==> src/rtl/lru_key_value_cache_unit_assert.svh <==
// ----------------------------------------------------------------------------
// lru key/value cache assertion macros
// shared property wrappers for the cache rtl
// ----------------------------------------------------------------------------
`ifndef LRU_KEY_VALUE_CACHE_UNIT_ASSERT_SVH
`define LRU_KEY_VALUE_CACHE_UNIT_ASSERT_SVH

// property checked on every rising clock edge outside reset
`define LKVC_ASSERT(lbl, prop) \
  lbl: assert property (@(posedge clk) disable iff (rst) (prop)) \
    else $error("lkvc assertion failed");

// implication whose consequent is checked in the next cycle
`define LKVC_ASSERT_NEXT(lbl, ante, cons) \
  lbl: assert property (@(posedge clk) disable iff (rst) (ante) |=> (cons)) \
    else $error("lkvc next-cycle assertion failed");

`endif

==> src/rtl/lkvc_pkg.sv <==
// ----------------------------------------------------------------------------
// lkvc_pkg
// sizes, codes and types of the lru key/value cache
// ----------------------------------------------------------------------------
`default_nettype none

package lkvc_pkg;

  localparam int ENTRIES = 16;
  localparam int IDX_W   = (ENTRIES > 1) ? $clog2(ENTRIES) : 1;
  localparam int AGE_W   = IDX_W;
  localparam int CNT_W   = $clog2(ENTRIES + 1);
  localparam int KEY_W   = 32;
  localparam int VAL_W   = 32;
  localparam int CAP_W   = 5;
  localparam logic [CAP_W-1:0] CAP_RESET = CAP_W'(16);

  typedef enum logic {
    OP_GET = 1'b0,
    OP_PUT = 1'b1
  } opcode_t;

endpackage

`default_nettype wire

==> src/rtl/lru_key_value_cache_unit.sv <==
// ----------------------------------------------------------------------------
// lru key/value cache unit
// fully associative key/value store with least-recently-used replacement
// ----------------------------------------------------------------------------
//  channel  | direction | contents
//  s_*      | in        | tdata: key, write_value   tuser: opcode
//  m_*      | out       | tdata: read_value         tuser: found
//  cfg_*    | in        | capacity write, no read-back
//
//  one word per cycle sustained while results are taken; a get's result passes
//  through the input register, then the result register; a put gives none
//  all entries compare and age in parallel between the input and result registers
//  reset clears the valid bits, ages and occupancy and sets capacity to 16
//  a stalled result holds gets in the input register; puts still proceed
// ----------------------------------------------------------------------------
`default_nettype none

module lru_key_value_cache_unit (
  input  logic                                    clk,
  input  logic                                    rst,
  input  logic                                    cfg_we,
  input  logic [lkvc_pkg::CAP_W-1:0]              cfg_wdata,
  input  logic                                    s_tvalid,
  output logic                                    s_tready,
  // key, write_value
  input  logic [lkvc_pkg::KEY_W+lkvc_pkg::VAL_W-1:0] s_tdata,
  // opcode
  input  logic                                    s_tuser,
  output logic                                    m_tvalid,
  input  logic                                    m_tready,
  // read_value
  output logic [lkvc_pkg::VAL_W-1:0]              m_tdata,
  // found
  output logic                                    m_tuser
);

  import lkvc_pkg::*;

  localparam int CMP_W = (CNT_W > CAP_W) ? CNT_W : CAP_W;

  logic [CAP_W-1:0] capacity;

  logic             in_valid;
  opcode_t          in_op;
  logic [KEY_W-1:0] in_key;
  logic [VAL_W-1:0] in_val;

  logic [KEY_W-1:0] entry_keys   [ENTRIES];
  logic [VAL_W-1:0] entry_values [ENTRIES];
  logic [AGE_W-1:0] entry_age    [ENTRIES];
  logic [ENTRIES-1:0] entry_valid;
  logic [CNT_W-1:0]   occupancy;

  logic               out_free;
  logic               advance;
  logic               is_put;
  logic [ENTRIES-1:0] hit_vec;
  logic               hit;
  logic [AGE_W-1:0]   hit_age;
  logic [VAL_W-1:0]   hit_val;
  logic [CMP_W-1:0]   cap_eff;
  logic               full;
  logic [AGE_W-1:0]   oldest_age;
  logic [ENTRIES-1:0] oldest_vec;
  logic [ENTRIES-1:0] free_vec;
  logic [ENTRIES-1:0] fill_vec;
  logic               evict;
  logic               fill;
  logic               touch_any;
  logic [ENTRIES-1:0] touch_vec;
  logic [AGE_W-1:0]   touch_age;
  logic [ENTRIES-1:0] key_wr_vec;
  logic [ENTRIES-1:0] val_wr_vec;

  assign out_free = !m_tvalid || m_tready;
  assign is_put   = (in_op == OP_PUT);
  assign advance  = in_valid && (is_put || out_free);
  assign s_tready = !in_valid || advance;

  // parallel key compare and hit readout
  always_comb begin
    hit_age = '0;
    hit_val = '0;
    for (int i = 0; i < ENTRIES; i++) begin
      hit_vec[i] = entry_valid[i] && (entry_keys[i] == in_key);
      hit_age    = hit_age | (entry_age[i] & {AGE_W{hit_vec[i]}});
      hit_val    = hit_val | (entry_values[i] & {VAL_W{hit_vec[i]}});
    end
    hit = |hit_vec;
  end

  always_comb begin
    priority if (capacity == '0) begin
      cap_eff = CMP_W'(1);
    end else if (CMP_W'(capacity) > CMP_W'(ENTRIES)) begin
      cap_eff = CMP_W'(ENTRIES);
    end else begin
      cap_eff = CMP_W'(capacity);
    end
  end

  assign full       = CMP_W'(occupancy) >= cap_eff;
  assign oldest_age = AGE_W'(occupancy - CNT_W'(1));

  // least recent entry holds age occupancy-1
  always_comb begin
    for (int i = 0; i < ENTRIES; i++) begin
      oldest_vec[i] = entry_valid[i] && (entry_age[i] == oldest_age);
    end
  end

  assign free_vec  = ~entry_valid;
  assign fill_vec  = free_vec & (~free_vec + ENTRIES'(1));
  assign evict     = is_put && !hit && full;
  assign fill      = is_put && !hit && !full;
  assign touch_any = hit || evict;
  assign touch_vec = hit ? hit_vec : (evict ? oldest_vec : '0);
  assign touch_age = hit ? hit_age : oldest_age;
  assign key_wr_vec = evict ? oldest_vec : (fill ? fill_vec : '0);
  assign val_wr_vec = (is_put && hit) ? hit_vec : key_wr_vec;

  // control state and result register
  always_ff @(posedge clk) begin
    if (rst) begin
      capacity    <= CAP_RESET;
      in_valid    <= 1'b0;
      entry_valid <= '0;
      occupancy   <= '0;
      m_tvalid    <= 1'b0;
      for (int i = 0; i < ENTRIES; i++) begin
        entry_age[i] <= '0;
      end
    end else begin
      if (cfg_we) begin
        capacity <= cfg_wdata;
      end
      if (s_tready) begin
        in_valid <= s_tvalid;
      end
      if (advance) begin
        for (int i = 0; i < ENTRIES; i++) begin
          if (touch_vec[i] || (fill && fill_vec[i])) begin
            entry_age[i] <= '0;
          end else if (entry_valid[i] &&
                       (fill || (touch_any && entry_age[i] < touch_age))) begin
            entry_age[i] <= entry_age[i] + AGE_W'(1);
          end
        end
        if (fill) begin
          entry_valid <= entry_valid | fill_vec;
          occupancy   <= occupancy + CNT_W'(1);
        end
      end
      if (advance && !is_put) begin
        m_tvalid <= 1'b1;
      end else if (m_tready) begin
        m_tvalid <= 1'b0;
      end
    end
  end

  // payload registers
  always_ff @(posedge clk) begin
    if (s_tvalid && s_tready) begin
      in_op  <= opcode_t'(s_tuser);
      in_key <= s_tdata[KEY_W-1:0];
      in_val <= s_tdata[KEY_W+VAL_W-1:KEY_W];
    end
    if (advance && !is_put) begin
      m_tuser <= hit;
      m_tdata <= hit_val;
    end
    if (advance) begin
      for (int i = 0; i < ENTRIES; i++) begin
        if (key_wr_vec[i]) begin
          entry_keys[i] <= in_key;
        end
        if (val_wr_vec[i]) begin
          entry_values[i] <= in_val;
        end
      end
    end
  end

`include "lru_key_value_cache_unit_assert.svh"

  `LKVC_ASSERT(a_occ_bound, CNT_W'(ENTRIES) >= occupancy)
  `LKVC_ASSERT(a_occ_matches_valid, $countones(entry_valid) == int'(occupancy))
  `LKVC_ASSERT(a_keys_unique, in_valid |-> $onehot0(hit_vec))
  `LKVC_ASSERT_NEXT(a_put_no_result, advance && is_put && out_free, !m_tvalid)
  `LKVC_ASSERT_NEXT(a_fill_grows, advance && fill, occupancy == $past(occupancy) + CNT_W'(1))

endmodule

`default_nettype wire

==> config.mk <==
export PLATFORM = sky130hd
export DESIGN_NAME = lru_key_value_cache_unit
export DESIGN_NICKNAME = d
export VERILOG_FILES = /design/src/rtl/lkvc_pkg.sv /design/src/rtl/lru_key_value_cache_unit.sv
export VERILOG_INCLUDE_DIRS = /design/src /design/src/rtl
export SDC_FILE = /design/constraint.sdc
export NUM_CORES = 2
export LEC_CHECK = 0
export BUFFER_PORTS_ARGS = -buffer_cell sky130_fd_sc_hd__clkbuf_2
export CELL_PAD_IN_SITES_DETAIL_PLACEMENT = 0
export CELL_PAD_IN_SITES_GLOBAL_PLACEMENT = 1
export CORE_ASPECT_RATIO = 1.5
export CORE_MARGIN = 1.5
export CORE_UTILIZATION = 35
export DETAILED_ROUTE_END_ITERATION = 16
export HOLD_SLACK_MARGIN = 0.12
export PLACE_DENSITY = 0.68
export SLEW_MARGIN = 20
export SYNTH_ARGS = -nofsm -noshare
export SYNTH_HDL_FRONTEND = slang
export SYNTH_SLANG_ARGS = --single-unit
export TNS_END_PERCENT = 10
==> constraint.sdc <==
create_clock -name clk -period 5.8 [get_ports clk]
set_clock_uncertainty 0.05 [all_clocks]
set_input_delay 0.87 -clock clk [delete_from_list [all_inputs] [get_ports clk]]
set_output_delay 0.87 -clock clk [all_outputs]
set_load 0.01 [all_outputs]
Yosys cells after proc, flatten, opt, wreduce, memory -nomap -nowiden
Memories as Yosys holds them, arrays and structs flattened. Cells that the tools add are included.

Bits in registers: 126. Logic and storage cells: 596. RAM bits: 1088. Memories kept: 3. Output and inout bits: 35.

Memories: entry_keys (words 16, bits a word 32, read ports 16, clocked after memory_dff 0, write ports 16, line lru_key_value_cache_unit.sv:48) `logic [KEY_W-1:0] entry_keys [ENTRIES];`; entry_values (words 16, bits a word 32, read ports 16, clocked after memory_dff 0, write ports 16, line lru_key_value_cache_unit.sv:49) `logic [VAL_W-1:0] entry_values [ENTRIES];`; entry_age (words 16, bits a word 4, read ports 16, clocked after memory_dff 0, write ports 16, line lru_key_value_cache_unit.sv:50) `logic [AGE_W-1:0] entry_age [ENTRIES];`.

Mux-type cells: 284. Bitwise operators: 98. $lt $le $gt $ge: 18. Add/subtract/negate cells: 19. Reduce and logical (&&, ||, !) cells: 132. Eq/ne operators: 32.

Operator list (count): 32-bit AND (16); 32-bit equality test (16); 32-bit OR (15); 1-bit 2-to-1 mux (244); 4-bit 2-to-1 mux (33); 1-bit logical AND (87); 16-bit 2-to-1 mux (5); 4-bit by 1-bit adder with 4-bit output (second input constant) (16); 4-bit AND (16); 4-bit equality test (16); 4-bit less-than comparator (16); 4-bit OR (15); 1-bit logical OR (36); 16-bit inverter (2); 1-bit OR (32); 16-bit by 1-bit adder with 16-bit output (second input constant) (1); 16-bit AND (1); 16-bit OR (1); 16-bit OR reduction (1); 5-bit 2-to-1 mux (2); 5-bit by 1-bit adder with 5-bit output (second input constant) (1); 5-bit greater-or-equal comparator (1); 5-bit greater-than comparator (second input constant) (1); 1-bit zero test (5); 4 further kinds (4).

Longest topological paths before layout
Depth in word-level cells: 29. Depth in mapped cells: 19.

Worst setup path before layout
Ideal clock, no wire load.

Path type: register -> register. From: register occupancy[0]. To: memory entry_values[15][0], in the netlist entry_values[1][224] (enable). Buffers on the path: 6. Cell stages (with the launch flop): 19. Arrival time: 5202 ps. Period minus slack after synthesis: 5684 ps. Required time: 5318 ps. Slack: 116 ps. Library setup time: 432 ps. Cell sequence: dfxtp_1 -> clkbuf_1 -> buf_1 -> clkbuf_1 -> inv_1 -> ha_1 -> nand2b_1 -> a21o_1 -> a21o_1 -> a21o_1 -> a21oi_1 -> nand2_1 -> or2_1 -> buf_4 -> buf_2 -> buf_2 -> nor3_1 -> nor2_1 -> a21oi_1.

RTL lines: from (decl) (line lru_key_value_cache_unit.sv:52) `logic [CNT_W-1:0] occupancy;`; from (signal assigned) (line lru_key_value_cache_unit.sv:151) `occupancy <= occupancy + CNT_W'(1);`; to (decl) (line lru_key_value_cache_unit.sv:49).

==> metrics <==
reg2reg path depth 13; Avg Cell Area, Syn 15.8 um^2; Post-CTS Setup Bufs 0; floorplan core area 0.143 mm^2; Max Cap Violations 0; Setup violations, final 0; Cells after Synth 3,197; hpwl dp 89.2 mm; CTS tree built; crit path DAT 5.75 ns; Post-synth EDFFs 1,186; Post-layout nets 3,534; Power per Cell Area 316 mW/mm^2; GPL Wtd Cong 0.931; clk sink count 1,214; first-pass GRT wire length 207 mm; Num CTS Buffers 121; Hold Vio Cnt, Final 0; number of placed instances, taps included 5,188; Worst-Skew Late Latency 0.78 ns; status finished, final reports clean; Area Growth Syn to Fin 15.0%; P_leak 18.2 nW; fmax 0.185 GHz; flops & latches, synth 1,214; fin crit period 5.42 ns; clock root buffer clkbuf_16; FFs w/ async S/R, synth 0%; num ports 110; drt first pass iters 5; final WL 144 mm; final non-filler cell total 5,413; Layout fillers 13,100; Relative slew margins 14.4%; critical path data required time 6.14 ns; grt ovf 0; Worst Setup EP entry_age[1][18]; Setup TNS 0 ns; vias in the first global route 29,100; Post-Synthesis Cell Area 0.0506 mm^2; CP max-delay cell edfxtp_1; RSZ-0062 raised after global routing false; die height 469 um; measured slew at the worst slew-check pin 1.28 ns; post-synthesis cell type count 82; Clock Tree Buf Depth 3; H-tree levels 3; final worst path period share 93.4%; initial DRC count 2,856; syn_nets 3,311; CP max FO 36; CP Capture Type register; yosys warns 0; Max VDD drop 0.000252 V; gr usage total 19.4%; largest net degree at the start of global routing 44; num rows 170; Worst path max stage delay 1.07 ns; Clock transition at path regs 0.06 ns; layout cells sized above 1 15.3%; vias per cell 5.41; Antenna Nets Post-Route 0; RR Endpoint entry_age[1][18]; port buffer count 109; DR DRC count 0; crit path cell chain xnor2_1 > nand4_1 > nor4_1 > and3_2 > buf_4 > a22o_1 > a221oi_1 > nand4_1 > nand2_2 > buf_4 > xnor2_1 > o311ai_2 > a31oi_1; post-synthesis sequential area ratio 71.5%; fin. max-slew vios 0; Critical Path Start in_key[25]; via count of the routed design 29,300; Hold WC Path Type in -> reg; initial antenna violation count 1; crit start category register; top_reg_cell synth edfxtp_1; hold-fix buffers at CTS 0; Die ar. 0.147 mm^2; Initial Utilization 35.3%; r2r startpoint in_key[25]; Die Wd 313 um; Resized cells post-CTS 0; Worst Setup Path Type reg -> reg; setup slack, reg-to-reg 0.38 ns; DR WL/cell 26.6 um
## cells by family after synthesis
kind of cell | count (synthesis) | share of synthesized area, %
fa+ha+maj | 45 | 1.10
compound gates | 494 | 7.83
simple gates | 607 | 6.72
flops | 1214 | 71.5
mux | 6 | 0.129
xor+xnor | 575 | 9.95
buf+inv | 256 | 2.80
## synthesized netlist by cell type (all sizes together), types with 4 or more instances
library cell  number  area, um^2
a221oi           136        1190
nand2b            22         138
ha                39         488
o21ai             34         174
nor2             120         453
and3              21         141
or2                4        25.0
xor2              83         727
a22oi              8        60.1
and4               5        46.3
nor3              50         250
nand3b             6        45.0
clkbuf            73         274
nand2             71         269
nand3             39         200
o21a               7        52.6
inv               80         300
mux2i              5        53.8
nor4              40         339
edfxtp          1186       35600
and2              19         119
a21oi             50         250
maj3               6        66.3
nor3b              5        37.5
o221ai            15         131
xnor2            492        4310
a311oi             8        70.1
dfxtp             28         561
nor2b             13        81.3
a31oi             14        87.6
o211ai            15         113
o2111ai           19         166
nand4            180        1130
buf              103         845
or4b               5        50.1
a22o             134        1170
a211oi            13         110
o32a               6        60.1
## flip-flops by register name, indices dropped and copies added, names as in the netlist, 5 cells and up
| register | flops |
|---|---|
| entry_valid | 16 |
| m_tdata | 32 |
| entry_keys | 512 |
| capacity | 5 |
| in_val | 32 |
| entry_values | 512 |
| in_key | 32 |
| occupancy | 5 |
| entry_age | 64 |
## area by class of cell
type	instances	area [um^2]	area share (%)
Tap cell	1892	2370	4.07
Antenna cell	2	5.00	0.00860
Inverter	80	300	0.516
Clock buffer	141	3100	5.33
Multi-Input combinational cell	1727	13300	22.8
Clock inverter	81	787	1.35
Timing Repair Buffer	276	2160	3.71
Sequential cell	1214	36200	62.2
## stage by stage
| stage | util (%) | setup slack [ns] | power [mW] | area [um^2] | hold WS [ns] |
|---|---|---|---|---|---|
| after floorplan | - | 0.116 | 10.5 | 50600 | 0.411 |
| after global placement | 37.9 | 0.503 | 10.8 | 54300 | 0.447 |
| after detailed placement | 37.9 | 0.447 | 10.8 | 54300 | 0.451 |
| after CTS | 40.6 | 0.371 | 18.5 | 58200 | 0.171 |
| after global routing | 40.6 | 0.0698 | 18.9 | 58200 | 0.209 |
| final | 40.6 | 0.384 | 18.4 | 58200 | 0.221 |
## power by group
group / switching [mW] / total (mW) / internal [mW]
logic: 0.502 / 0.806 / 0.304
clock network: 3.44 / 7.73 / 4.29
registers: 0.146 / 9.85 / 9.70
total: 4.09 / 18.4 / 14.3
## per-layer routing
layer / vias to the layer above / share of wire (%) / wire, um / GRT usage, %
met2: 1119 / 51 / 73000 / 34.1
met4: 0 / 4.8 / 6930 / 9.17
met3: 314 / 5.7 / 8180 / 2.31
met5: - / 0 / 0 / 0
li1: 12900 / - / - / -
met1: 14900 / 39 / 55900 / 23.6
## worst max-delay path: cells and delay by family, from the launching register on
| kind | cells | cell delay (ns) |
|---|---|---|
| buffers and inverters | 2 | 0.88 |
| DFF | 1 | 1.07 |
| xor gates and xnor gates | 2 | 0.34 |
| and+or+nand+nor | 5 | 1.68 |
| AOI/OAI and AO/OA | 4 | 1.00 |
## placed cells by master, fill, tap and decap left out, types with 38 or more instances in the layout
| master | Yosys | final |
|---|---|---|
| edfxtp_1 | 1186 | 1186 |
| xnor2_1 | 492 | 491 |
| nand4_1 | 180 | 180 |
| buf_4 | 36 | 139 |
| a221oi_1 | 136 | 136 |
| a22o_1 | 134 | 134 |
| clkbuf_16 | 0 | 121 |
| clkbuf_2 | 0 | 109 |
| nor2_1 | 119 | 101 |
| xor2_1 | 83 | 82 |
| inv_1 | 76 | 76 |
| nand2_1 | 70 | 70 |
| nor3_1 | 50 | 50 |
| ha_1 | 39 | 39 |
| nand3_1 | 38 | 38 |
| a21oi_1 | 50 | 38 |
## worst min-delay path by stage
stage	from	depth (start not counted)	slack [ns]	to
6_report	s_tdata[34]	1	0.22	in_val[2]
5_1_grt	s_tdata[23]	1	0.21	in_key[23]
4_1_cts	s_tdata[34]	1	0.17	in_val[2]
3_5_place_dp	capacity[0]	2	0.45	capacity[0]
3_3_place_gp	occupancy[4]	2	0.45	occupancy[4]
2_1_floorplan	capacity[0]	2	0.41	capacity[0]
Note: power is estimated with default switching activity, not from simulation.
